**src/sv/sha1_chain_leading_zero_search_core_defines.svh**
```systemverilog
// assertion macros for the sha1 chain search core
`ifndef SHA1_CHAIN_LEADING_ZERO_SEARCH_CORE_DEFINES_SVH
`define SHA1_CHAIN_LEADING_ZERO_SEARCH_CORE_DEFINES_SVH
`ifndef SYNTHESIS
`define SCZ_ASSERT(label, clk, rst_n, prop, msg) \
  label: assert property (@(posedge clk) disable iff (!rst_n) prop) else $error(msg);
`define SCZ_ASSERT_NR(label, clk, prop, msg) \
  label: assert property (@(posedge clk) prop) else $error(msg);
`else
`define SCZ_ASSERT(label, clk, rst_n, prop, msg)
`define SCZ_ASSERT_NR(label, clk, prop, msg)
`endif
`endif

```
**src/sv/scz_pkg.sv**
```systemverilog
// ----------------------------------------------------------------------------
// scz_pkg
// shared types and constants of the sha1 chain search core
// ----------------------------------------------------------------------------
`default_nettype none
package scz_pkg;
  localparam int WORD_W      = 32;
  localparam int DIGEST_BITS = 160;
  localparam int ROUNDS      = 80;
  localparam int ZB_W        = 8;
  localparam logic [ZB_W-1:0] ZB_RESET = 8'd13;
  localparam logic [31:0] MSG_PAD = 32'h8000_0000;
  localparam logic [31:0] MSG_LEN = 32'd160;
  localparam logic [31:0] H0 = 32'h6745_2301;
  localparam logic [31:0] H1 = 32'hEFCD_AB89;
  localparam logic [31:0] H2 = 32'h98BA_DCFE;
  localparam logic [31:0] H3 = 32'h1032_5476;
  localparam logic [31:0] H4 = 32'hC3D2_E1F0;
  localparam logic [0:0] REG_ZERO_BITS = 1'b0;

  typedef logic [WORD_W-1:0] word_t;
  typedef struct packed {
    word_t w0;
    word_t w1;
    word_t w2;
    word_t w3;
    word_t w4;
  } digest_t;

  // round-side control from the sequencer to the cells
  typedef struct packed {
    logic       load;
    logic       shift;
    logic [6:0] rnd;
  } round_ctl_t;
endpackage
`default_nettype wire

```
**src/sv/scz_if.sv**
```systemverilog
// ----------------------------------------------------------------------------
// scz_digest_if
// valid/ready channel carrying five digest words
// ----------------------------------------------------------------------------
`default_nettype none
interface scz_digest_if import scz_pkg::*; ();
  logic  valid;
  logic  ready;
  word_t word0;
  word_t word1;
  word_t word2;
  word_t word3;
  word_t word4;
  modport source (output valid, output word0, output word1, output word2,
    output word3, output word4, input ready);
  modport sink (input valid, input word0, input word1, input word2,
    input word3, input word4, output ready);
endinterface
`default_nettype wire

```
**src/sv/sha1_chain_leading_zero_search_core.sv**
```systemverilog
// ----------------------------------------------------------------------------
// sha1_chain_leading_zero_search_core
// repeated sha1 of a 160-bit digest until enough leading zero bits appear
// ----------------------------------------------------------------------------
// usage:
//   in_ch carries a starting digest as five big-endian words; out_ch returns
//   the first chained digest with at least zero_bits_needed leading zeros.
//   zero_bits_needed sits at apb address 0 (reset 13, values above 160 act
//   as 160). one item is worked at a time.
// sequence:
//   each hash runs a load state, then the rounds of the one-round-per-cycle
//   sha1 datapath, then a check state; a search chains n hashes, n being
//   the chain length (about 2^threshold on average), and the next request is
//   taken in the idle state entered after the final check.
// reset:
//   rst_n low returns the sequencer to idle and the threshold to 13.
// stall:
//   the result stays in the output register until out_ch takes it; the next
//   request is accepted while it waits, and a search that finishes before
//   the old result is taken holds in its check cycle, stalling the input.
// ----------------------------------------------------------------------------
`default_nettype none
`include "sha1_chain_leading_zero_search_core_defines.svh"
module sha1_chain_leading_zero_search_core import scz_pkg::*; (
  input  wire         clk,
  input  wire         rst_n,
  scz_digest_if.sink   in_ch,
  scz_digest_if.source out_ch,
  input  wire         cfg_psel,
  input  wire         cfg_penable,
  input  wire         cfg_pwrite,
  input  wire  [0:0]  cfg_paddr,
  input  wire  [31:0] cfg_pwdata,
  output logic [31:0] cfg_prdata,
  output logic        cfg_pready
);
  localparam logic [1:0] S_IDLE = 2'd0, S_LOAD = 2'd1, S_RUN = 2'd2, S_CHK = 2'd3;

  logic [1:0]      state_r, state_nxt;
  logic [6:0]      rnd_r, rnd_nxt;
  logic [ZB_W-1:0] zb_r;
  digest_t         cur_r, res_r, dig;
  logic            out_v_r;
  round_ctl_t      ctl;
  logic [7:0]      lz, need;
  logic            wait_out;

  // config register
  assign cfg_pready = 1'b1;
  assign cfg_prdata = {24'd0, zb_r};
  always_ff @(posedge clk) begin
    if (!rst_n) begin
      zb_r <= ZB_RESET;
    end else if (cfg_psel && cfg_penable && cfg_pwrite && cfg_paddr == REG_ZERO_BITS) begin
      zb_r <= cfg_pwdata[7:0];
    end
  end

  scz_round u_round (.clk(clk), .ctl(ctl), .msg(cur_r), .digest(dig));

  // leading zero count over 160 bits, msb first
  always_comb begin
    logic [159:0] v;
    v = dig;
    lz = 8'd160;
    for (int i = 0; i < 160; i++) begin
      if (v[i]) lz = 8'(159 - i);
    end
    need = (zb_r > 8'd160) ? 8'd160 : zb_r;
  end

  assign in_ch.ready = (state_r == S_IDLE);
  assign wait_out = out_v_r && !out_ch.ready;
  assign ctl.load  = (state_r == S_LOAD);
  assign ctl.shift = (state_r == S_RUN);
  assign ctl.rnd   = rnd_r;

  // sequencer
  always_comb begin
    state_nxt = state_r;
    rnd_nxt = rnd_r;
    unique case (state_r)
      S_IDLE: if (in_ch.valid) state_nxt = S_LOAD;
      S_LOAD: begin
        state_nxt = S_RUN;
        rnd_nxt = '0;
      end
      S_RUN: begin
        rnd_nxt = rnd_r + 7'd1;
        if (rnd_r == 7'(ROUNDS - 1)) begin
          state_nxt = S_CHK;
          rnd_nxt = '0;
        end
      end
      S_CHK: begin
        if (lz < need) state_nxt = S_LOAD;
        else if (!wait_out) state_nxt = S_IDLE;
      end
      default: state_nxt = S_IDLE;
    endcase
  end

  always_ff @(posedge clk) begin
    if (!rst_n) begin
      state_r <= S_IDLE;
      rnd_r <= '0;
      out_v_r <= 1'b0;
    end else begin
      state_r <= state_nxt;
      rnd_r <= rnd_nxt;
      if (state_r == S_CHK && lz >= need && !wait_out) out_v_r <= 1'b1;
      else if (out_ch.ready) out_v_r <= 1'b0;
    end
  end

  // payload registers
  always_ff @(posedge clk) begin
    if (in_ch.valid && in_ch.ready) begin
      cur_r <= {in_ch.word0, in_ch.word1, in_ch.word2, in_ch.word3, in_ch.word4};
    end else if (state_r == S_CHK) begin
      cur_r <= dig;
    end
    if (state_r == S_CHK && lz >= need && !wait_out) res_r <= dig;
  end

  assign out_ch.valid = out_v_r;
  assign out_ch.word0 = res_r.w0;
  assign out_ch.word1 = res_r.w1;
  assign out_ch.word2 = res_r.w2;
  assign out_ch.word3 = res_r.w3;
  assign out_ch.word4 = res_r.w4;

  `SCZ_ASSERT(a_rnd_range, clk, rst_n, (rnd_r < 7'(ROUNDS)), "round count out of range")
  `SCZ_ASSERT(a_ready_idle, clk, rst_n, (in_ch.ready |-> !ctl.shift), "accepting while running")
  `SCZ_ASSERT(a_load_run, clk, rst_n, (ctl.load |=> ctl.shift), "load not followed by rounds")
endmodule
`default_nettype wire

```
**src/sv/scz_sched_cell.sv**
```systemverilog
// ----------------------------------------------------------------------------
// scz_sched_cell
// one word of the message schedule shift chain
// ----------------------------------------------------------------------------
`default_nettype none
module scz_sched_cell import scz_pkg::*; (
  input  wire             clk,
  input  wire round_ctl_t ctl,
  input  wire word_t      load_val,
  input  wire word_t      shift_in,
  output word_t           q
);
  word_t w_r;
  // load on block start, take the neighbor word while shifting, else hold
  always_ff @(posedge clk) begin
    if (ctl.load) begin
      w_r <= load_val;
    end else if (ctl.shift) begin
      w_r <= shift_in;
    end
  end
  assign q = w_r;
endmodule
`default_nettype wire

```
**src/sv/scz_round.sv**
```systemverilog
// ----------------------------------------------------------------------------
// scz_round
// sixteen-cell message schedule chain plus one sha1 round per cycle while shifting
// ----------------------------------------------------------------------------
`default_nettype none
module scz_round import scz_pkg::*; (
  input  wire             clk,
  input  wire round_ctl_t ctl,
  input  wire digest_t    msg,
  output digest_t         digest
);
  word_t cell_q [16];
  word_t cell_ld [16];
  word_t cell_in [16];
  word_t w_new;
  word_t a_r, b_r, c_r, d_r, e_r;
  word_t f, k, t;

  // schedule words: new word enters at the tail, head is the current round
  assign w_new = {(cell_q[13] ^ cell_q[8] ^ cell_q[2] ^ cell_q[0])} << 1
    | {31'd0, (cell_q[13][31] ^ cell_q[8][31] ^ cell_q[2][31] ^ cell_q[0][31])};

  always_comb begin
    for (int i = 0; i < 16; i++) begin
      cell_ld[i] = '0;
      cell_in[i] = (i == 15) ? w_new : cell_q[(i + 1) % 16];
    end
    cell_ld[0]  = msg.w0;
    cell_ld[1]  = msg.w1;
    cell_ld[2]  = msg.w2;
    cell_ld[3]  = msg.w3;
    cell_ld[4]  = msg.w4;
    cell_ld[5]  = MSG_PAD;
    cell_ld[15] = MSG_LEN;
  end

  for (genvar g = 0; g < 16; g++) begin : g_cell
    scz_sched_cell u_cell (
      .clk(clk), .ctl(ctl), .load_val(cell_ld[g]), .shift_in(cell_in[g]),
      .q(cell_q[g])
    );
  end

  // round function selection
  always_comb begin
    if (ctl.rnd < 7'd20) begin
      f = (b_r & c_r) | (~b_r & d_r);
      k = 32'h5A82_7999;
    end else if (ctl.rnd < 7'd40) begin
      f = b_r ^ c_r ^ d_r;
      k = 32'h6ED9_EBA1;
    end else if (ctl.rnd < 7'd60) begin
      f = (b_r & c_r) | (b_r & d_r) | (c_r & d_r);
      k = 32'h8F1B_BCDC;
    end else begin
      f = b_r ^ c_r ^ d_r;
      k = 32'hCA62_C1D6;
    end
    t = {a_r[26:0], a_r[31:27]} + f + e_r + k + cell_q[0];
  end

  always_ff @(posedge clk) begin
    if (ctl.load) begin
      a_r <= H0; b_r <= H1; c_r <= H2; d_r <= H3; e_r <= H4;
    end else if (ctl.shift) begin
      e_r <= d_r;
      d_r <= c_r;
      c_r <= {b_r[1:0], b_r[31:2]};
      b_r <= a_r;
      a_r <= t;
    end
  end

  assign digest.w0 = H0 + a_r;
  assign digest.w1 = H1 + b_r;
  assign digest.w2 = H2 + c_r;
  assign digest.w3 = H3 + d_r;
  assign digest.w4 = H4 + e_r;
endmodule
`default_nettype wire

```
**src/flat_wrapper.sv**
```systemverilog
// flat-port wrapper written by rule: the top's interface ports become plain ports
module sha1_chain_leading_zero_search_core_flat import scz_pkg::*;
  (clk, rst_n, cfg_psel, cfg_penable, cfg_pwrite, cfg_paddr, cfg_pwdata, cfg_prdata, cfg_pready, in_ch_valid, in_ch_word0, in_ch_word1, in_ch_word2, in_ch_word3, in_ch_word4, in_ch_ready, out_ch_valid, out_ch_word0, out_ch_word1, out_ch_word2, out_ch_word3, out_ch_word4, out_ch_ready);
  scz_digest_if in_ch_i ();
  scz_digest_if out_ch_i ();
  input  wire clk;
  input  wire rst_n;
  input  wire cfg_psel;
  input  wire cfg_penable;
  input  wire cfg_pwrite;
  input  wire  [0:0] cfg_paddr;
  input  wire  [31:0] cfg_pwdata;
  output logic [31:0] cfg_prdata;
  output logic cfg_pready;
  input wire logic [$bits(in_ch_i.valid)-1:0] in_ch_valid;
  input wire logic [$bits(in_ch_i.word0)-1:0] in_ch_word0;
  input wire logic [$bits(in_ch_i.word1)-1:0] in_ch_word1;
  input wire logic [$bits(in_ch_i.word2)-1:0] in_ch_word2;
  input wire logic [$bits(in_ch_i.word3)-1:0] in_ch_word3;
  input wire logic [$bits(in_ch_i.word4)-1:0] in_ch_word4;
  output wire logic [$bits(in_ch_i.ready)-1:0] in_ch_ready;
  output wire logic [$bits(out_ch_i.valid)-1:0] out_ch_valid;
  output wire logic [$bits(out_ch_i.word0)-1:0] out_ch_word0;
  output wire logic [$bits(out_ch_i.word1)-1:0] out_ch_word1;
  output wire logic [$bits(out_ch_i.word2)-1:0] out_ch_word2;
  output wire logic [$bits(out_ch_i.word3)-1:0] out_ch_word3;
  output wire logic [$bits(out_ch_i.word4)-1:0] out_ch_word4;
  input wire logic [$bits(out_ch_i.ready)-1:0] out_ch_ready;
  assign in_ch_i.valid = in_ch_valid;
  assign in_ch_i.word0 = in_ch_word0;
  assign in_ch_i.word1 = in_ch_word1;
  assign in_ch_i.word2 = in_ch_word2;
  assign in_ch_i.word3 = in_ch_word3;
  assign in_ch_i.word4 = in_ch_word4;
  assign in_ch_ready = in_ch_i.ready;
  assign out_ch_valid = out_ch_i.valid;
  assign out_ch_word0 = out_ch_i.word0;
  assign out_ch_word1 = out_ch_i.word1;
  assign out_ch_word2 = out_ch_i.word2;
  assign out_ch_word3 = out_ch_i.word3;
  assign out_ch_word4 = out_ch_i.word4;
  assign out_ch_i.ready = out_ch_ready;
  sha1_chain_leading_zero_search_core u_core (.clk(clk), .rst_n(rst_n), .in_ch(in_ch_i), .out_ch(out_ch_i), .cfg_psel(cfg_psel), .cfg_penable(cfg_penable), .cfg_pwrite(cfg_pwrite), .cfg_paddr(cfg_paddr), .cfg_pwdata(cfg_pwdata), .cfg_prdata(cfg_prdata), .cfg_pready(cfg_pready));
endmodule
```
**config.mk**
```make
export PLATFORM = sky130hd
export DESIGN_NAME = sha1_chain_leading_zero_search_core_flat
export DESIGN_NICKNAME = d
export VERILOG_FILES = /design/src/sv/scz_pkg.sv /design/src/sv/scz_if.sv /design/src/sv/sha1_chain_leading_zero_search_core.sv /design/src/sv/scz_sched_cell.sv /design/src/sv/scz_round.sv /design/src/flat_wrapper.sv
export VERILOG_INCLUDE_DIRS = /design/src /design/src/sv
export SDC_FILE = /design/constraint.sdc
export NUM_CORES = 2
export LEC_CHECK = 0
export BUFFER_PORTS_ARGS = -buffer_cell sky130_fd_sc_hd__buf_4
export CAP_MARGIN = 25
export CELL_PAD_IN_SITES_DETAIL_PLACEMENT = 1
export CELL_PAD_IN_SITES_GLOBAL_PLACEMENT = 1
export CORE_UTILIZATION = 54
export CTS_BUF_LIST = sky130_fd_sc_hd__clkbuf_8
export CTS_CLUSTER_SIZE = 10
export DETAILED_ROUTE_END_ITERATION = 16
export PLACE_DENSITY = 0.95
export REMOVE_ABC_BUFFERS = 1
export SLEW_MARGIN = 20
export SYNTH_ARGS = -nofsm -noshare
export SYNTH_HDL_FRONTEND = slang
export SYNTH_SLANG_ARGS = --single-unit
```
**constraint.sdc**
```tcl
create_clock -name clk -period 17 [get_ports clk]
set_clock_uncertainty 0.2 [all_clocks]
set_input_delay 1.7 -clock clk [delete_from_list [all_inputs] [get_ports clk]]
set_output_delay 1.7 -clock clk [all_outputs]
set_load 0.02 [all_outputs]
```
---- Word level (Yosys, flattened, before mapping) ----
Index checks and enable logic that the tools add are counted.
cells by class
  add/sub/neg operators ................... 10
  multipliers ............................. 0
  divide/modulo/power cells ............... 0
  $lt $le $gt $ge ......................... 6
  eq/ne operators ......................... 7
  shifts and indexed selects .............. 0
  multiplexer cells ....................... 188
  bitwise gates (word level) .............. 18
  reduce and logical (&&, ||, !) cells .... 14
operators by type and width
  kind                                                                  number
  8-bit two-way mux                                                     129
  32-bit two-way mux                                                    15
  160-bit two-way mux                                                   2
  6-bit two-way mux                                                     32
  32-bit adder                                                          4
  32-bit AND                                                            4
  32-bit adder, first input constant                                    3
  32-bit bitwise OR                                                     3
  31-bit XOR                                                            3
  32-bit XOR                                                            2
  29-bit by 32-bit adder with 32-bit output, first input constant       1
  31-bit by 32-bit adder with 32-bit output, first input constant       1
  32-bit NOT                                                            1
  32-bit by 1-bit bitwise OR with 32-bit output                         1
  31-bit two-way mux                                                    1
  7-bit by 6-bit < comparator with 1-bit output, second input constant  2
  7-bit one-hot mux with 2 select lines                                 1
  8-bit >= comparator                                                   1
  8-bit > comparator, second input constant                             1
  8-bit < comparator                                                    1
  2-bit two-way mux                                                     4
  2-bit one-hot mux with 4 select lines                                 1
  7-bit by 1-bit adder with 7-bit output, second input constant         1
  7-bit equality test, second input constant                            1
  other kinds (14)                                                      28
word-level totals
  bits in registers ....................... 1,010
  latch bits .............................. 0
  RAM bits ................................ 0
  ROM bits ................................ 0
  input bits .............................. 200
  output and inout bits ................... 195
  memories ................................ 0

---- Depth between registers and ports, before layout ----
  depth in word-level cells ............... 165
  mapped depth ............................ 30

---- Cells and area by module ----
From an unflattened synthesis, not the netlist that was laid out.
unflattened totals
  cell total of the unflattened synthesis .. 3,876
  area, all modules ....................... 53,824.1 sq um
modules (own cells, without submodules)
  module                               instances  cells each  area an instance (sq um)  seq. area each (sq um)
  scz_sched_cell                       16         69          1,507.7                   960.9
  scz_round                            1          1,752       14,971.9                  3,203.1
  sha1_chain_leading_zero_search_core  1          1,020       14,729.1                  9,969.6

---- Least setup slack after synthesis ----
OpenSTA, ideal clock, no wires.
  kind .................................... reg2reg
  start point ............................. register u_core.u_round.e_r[4]
  end point ............................... register u_core.res_r (netlist bit u_core.out_ch.word0[0]) (enable)
  library setup time ...................... 684 ps
  arrival ................................. 10,701 ps
  required time ........................... 16,116 ps
  slack ................................... 5,415 ps
  stages on the path, launching flop included .. 22
  path through ............................ dfxtp_1 > inv_1 > ha_1 > or4b_4 > a2111oi_4 > o21ai_2 > nor2b_1 > a41oi_1 > a211oi_1 > o31ai_1 > a2111oi_0 > o31ai_1 > a211oi_1 > o211a_1 > ha_1 > nor2b_1 > o21ai_0 > nand2b_1 > a21oi_1 > o21ai_0 > o21ai_0 > nor2_1
RTL lines
  element                   line                                        RTL
  start: declaration        scz_round.sv:16                             word_t a_r, b_r, c_r, d_r, e_r;
  start signal: assignment  scz_round.sv:66                             e_r <= d_r;
  end signal: assignment    sha1_chain_leading_zero_search_core.sv:123  if (state_r == S_CHK && lz >= need && !wait_out) res_r <= dig;
  end: declaration          sha1_chain_leading_zero_search_core.sv:42   digest_t cur_r, res_r, dig;

---- Worst setup path in the final report ----
  start point ............................. register u_core.rnd_r[4]
  end point ............................... register u_core.u_round.a_r[31]
on the way
  longest elaborated chain between the ends .. 8
ends and longest elaborated chain
  element                                        line                                        RTL
  start: declaration                             sha1_chain_leading_zero_search_core.sv:40   logic [6:0] rnd_r, rnd_nxt;
  start signal: assignment                       sha1_chain_leading_zero_search_core.sv:110  rnd_r <= rnd_nxt;
  7-bit by 6-bit < comparator with 1-bit output  scz_round.sv:52                             end else if (ctl.rnd < 7'd60) begin
  32-bit two-way mux                             scz_round.sv:52
  32-bit two-way mux                             scz_round.sv:49                             end else if (ctl.rnd < 7'd40) begin
  32-bit two-way mux                             scz_round.sv:46                             if (ctl.rnd < 7'd20) begin
  32-bit adder (2 in a row)                      scz_round.sv:59                             t = {a_r[26:0], a_r[31:27]} + f + e_r + k + cell_q[0];
  32-bit adder (*) (2 in a row)                  scz_round.sv:59
  end signal: assignment                         scz_round.sv:70                             a_r <= t;
  end: declaration                               scz_round.sv:16
Mark *: on every way between the ends. The rest lies on a longest branch, timed or not.
A chain may end at the register's enable or synchronous reset.

==> results.py <==
metrics = {
    "power": {
        "finalPower_w": 0.0141,
        "total_leakage_power_nw": 21.8,
        "worst_ir_drop_vdd_v": 0.000172,
        "power_density_mw_per_mm2": 247,
    },
    "logic_synthesis": {
        "synth_edf_count": 480,
        "synth.top_cells.by_count": "nor2_1, dfxtp_1, edfxtp_1, mux2i_1, nand2_1",
        "yosys_register_bits": 1010,
        "syn_area_mm2": 0.0499,
        "synthMostInstantiatedCell": "nor2_1",
        "synth_seq_area_share_pct": 50.2,
        "synth_area_leader_cell": "edfxtp_1",
        "synthFlopType": "dfxtp_1",
        "synth.distinct_cells": 105,
        "post-synth-top-area-fraction_pct": 28.9,
        "ys_warn_count": 0,
        "synth_async_sr_flop_share_pct": 0,
        "synth.top_cells.by_area": "edfxtp_1, dfxtp_1, mux2i_1",
        "syn_inst": 4720,
        "synth_area_per_cell_um2": 10.6,
    },
    "drt": {
        "routed_wl_mm": 197,
        "detailroute.via_count": 41400,
        "drt-wirelength-per-cell_um": 31.0,
        "drc": 0,
        "drt.antenna.violating_nets": 0,
        "first_pass_iters": 6,
        "route.detailed.vias_per_inst": 6.51,
        "dr.first_iter.drc_count": 5278,
    },
    "cts": {
        "post_cts_resize_count": 0,
        "clk_path_buf_depth": 3,
        "clock_insertion_delay_worst_skew_ps": 940,
        "worst_setup_hold_path_clk_slew_ps": 70,
        "cts_sinks": 1010,
        "tritoncts.num_buffers": 164,
        "clk_root_buffer_cell": "clkbuf_8",
        "post_cts_hold_buffer_count": 0,
        "cts_tree": "yes",
        "htree_num_levels": 4,
        "cts_setup_buffers": 0,
    },
    "sta": {
        "setup_viol_count_final": 0,
        "max_freq_ghz": 0.0927,
        "unrepaired_setup_endpoints_after_global_routing": "false",
        "timing.max_slew.rel_slack_pct": 18.2,
        "final.setup.tns_ps": 0,
        "timing_max_transition_violations_final": 0,
        "final_hold_viols": 0,
        "worst-slew-pin-transition_ps": 1220,
        "fin_crit_ps": 10790,
        "min_period_over_period_pct": 63.5,
    },
    "grt": {
        "groute.usage.overall_pct": 41.6,
        "antenna_found_initial": 20,
        "grt_max_degree": 162,
        "grt_pass1_wl_mm": 287,
        "grt-ovfl-total": 0,
        "grt_pass1_vias": 43600,
    },
    "critical_path": {
        "worst-path-buf-inv": 9,
        "cp_slowest_cell": "a2111oi_0",
        "critPathCaptureType": "flop",
        "max_stage_delay_ps": 890,
        "critical-path-top-delay-family": "compound AO/OA/AOI/OAI gates",
        "timing.critical_path.mode_cell": "inv_1",
        "reg_to_reg_setup_timing_slack_ps": 6210,
        "worst_setup_path_start_kind": "flop",
        "path_max_fanout": 36,
        "arrival_time_at_the_worst_endpoint_ps": 11380,
        "timing.critical_path.depth": 30,
        "r2r-end": "u_core.u_round.a_r[31]$_SDFFE_PP0P_",
        "critPathRequiredTime_ps": 17590,
        "timing.rr.start": "u_core.rnd_r[4]$_SDFFE_PN0P_",
        "critical_path_class": "reg2reg",
        "worst-r2r-cell-count": 30,
    },
    "floorplanning": {
        "io_pins": 395,
        "die_w_um": 306,
        "die_h_um": 306,
        "initial_utilization_pct": 54.5,
        "floorplan.die_area_mm2": 0.0935,
        "core_mm2": 0.0915,
        "placementRows": 111,
    },
    "flow_run": {
        "maxCapViolCount": 0,
    },
    "place": {
        "place.detailed.instances": 6032,
        "routabilityCongestion": 0.990,
        "buffer_ports.inserted": 345,
        "placement.cell_area_mm2": 0.0533,
        "dpl_hpwl_mm": 131,
    },
    "min_path": {
        "min_path_cells": 2,
        "hp_class": "reg2reg",
        "timing.hold.worst.start": "u_core.u_round.g_cell[15].u_cell.q[31]$_SDFFE_PP0P_",
        "holdPathEnd": "u_core.u_round.g_cell[15].u_cell.q[31]$_SDFFE_PP0P_",
    },
    "final_layout": {
        "final_cell_count_no_fill": 6360,
        "areaGrowthSynthToFinish_pct": 14.2,
        "final_net_count": 5396,
        "final_layout_size_suffix_gt1_share_pct": 17.4,
        "fin_area_mm2": 0.0569,
    },
    "outcome": {
        "status": "finished clean",
    },
}
worst reg2reg max path: cells and delay by family (launching register included):
| family | cells | cell delay (ps) |
|---|---|---|
| flip-flops | 1 | 390 |
| adder cells (fa/ha/maj) | 5 | 2050 |
| buffers and inverters | 9 | 2050 |
| AO/OA/AOI/OAI | 10 | 4340 |
| AND/OR/NAND/NOR | 6 | 1650 |
final cells by class:
cell class / instances / area, um2
Fill cell: 9590 / 34600
Sequential cell: 1010 / 25000
Multi-Input combinational cell: 3184 / 22900
Timing Repair Buffer: 408 / 3120
Clock buffer: 207 / 2850
Tap cell: 1186 / 1480
Inverter: 254 / 953
Clock inverter: 103 / 607
Antenna cell: 8 / 20.0
worst max path at each step:
stage	from	end
6_report	u_core.rnd_r[4]$_SDFFE_PN0P_	u_core.u_round.a_r[31]$_SDFFE_PP0P_
5_1_grt	u_core.rnd_r[3]$_SDFFE_PN0P_	u_core.u_round.a_r[31]$_SDFFE_PP0P_
4_1_cts	u_core.rnd_r[3]$_SDFFE_PN0P_	u_core.u_round.a_r[31]$_SDFFE_PP0P_
3_5_place_dp	u_core.rnd_r[3]$_SDFFE_PN0P_	u_core.u_round.a_r[30]$_SDFFE_PP1P_
3_3_place_gp	u_core.rnd_r[3]$_SDFFE_PN0P_	u_core.u_round.a_r[30]$_SDFFE_PP1P_
2_1_floorplan	u_core.state_r[0]$_SDFFE_PN0P_	u_core.state_r[1]$_SDFFE_PN0P_
sequential cells by signal, indices dropped and copies added (netlist names):
name,cells
u_core.u_round.d_r,32
u_core.out_ch.word4,32
u_core.u_round.c_r,32
u_core.state_r,2
u_core.out_ch.word0,32
u_core.zb_r,8
u_core.u_round.g_cell.u_cell.q,512
u_core.cur_r,160
u_core.out_ch.valid,1
u_core.out_ch.word1,32
u_core.out_ch.word2,32
u_core.u_round.b_r,32
u_core.u_round.e_r,32
u_core.rnd_r,7
u_core.out_ch.word3,32
u_core.u_round.a_r,32
report_power, final:
part           internal [W]  switching, W  leakage [nW]  total (W)
combinational       0.00265       0.00498          11.1    0.00763
clock               0.00115       0.00112          1.96    0.00226
sequential          0.00349      0.000700          8.77    0.00419
placed cells by master (no fill, tap or decap), types with 54 or more instances in the layout:
cell      instances
nor2_1          700
dfxtp_1         530
edfxtp_1        480
mux2i_1         470
buf_4           396
nand2_1         374
inv_1           297
xnor2_1         207
clkbuf_8        207
mux2_2          172
a21oi_1         147
o21ai_0         142
fa_1            120
nor3_1           68
o211ai_1         66
nand3_1          55
a211oi_1         54
layer usage:
metal	wire [um]	global-route usage [%]	vias up
met5	211	0	-
met4	17300	31.7	15
met3	21000	13.7	985
met2	89500	65.1	2899
met1	68900	47.4	20400
li1	-	-	17100
stage by stage:
| stage | hold slack (ps) | setup slack, ps | util (%) |
|---|---|---|---|
| detailed placement | 284 | 7210 | 58.3 |
| global placement | 257 | 7770 | 58.3 |
| floorplan | 237 | -3750 | - |
| global route | 320 | 6250 | 62.2 |
| finish | 292 | 6210 | 62.2 |
| CTS | 296 | 6920 | 62.0 |
logic make-up (layout without fill, tap and decap cells):
| logic type | after synthesis | in the layout | synth area share (%) |
|---|---|---|---|
| AO/OA/AOI/OAI | 667 | 667 | 9.02 |
| XOR/XNOR | 255 | 255 | 4.49 |
| adder cells (fa/ha/maj) | 174 | 174 | 6.17 |
| buffers and inverters | 549 | 972 | 4.38 |
| flip-flops | 1010 | 1010 | 50.2 |
| multiplexers | 642 | 642 | 13.3 |
| other | 2 | 33 | 0.0151 |
| AND/OR/NAND/NOR | 1421 | 1421 | 12.4 |
(Power assumes the default switching activity.)
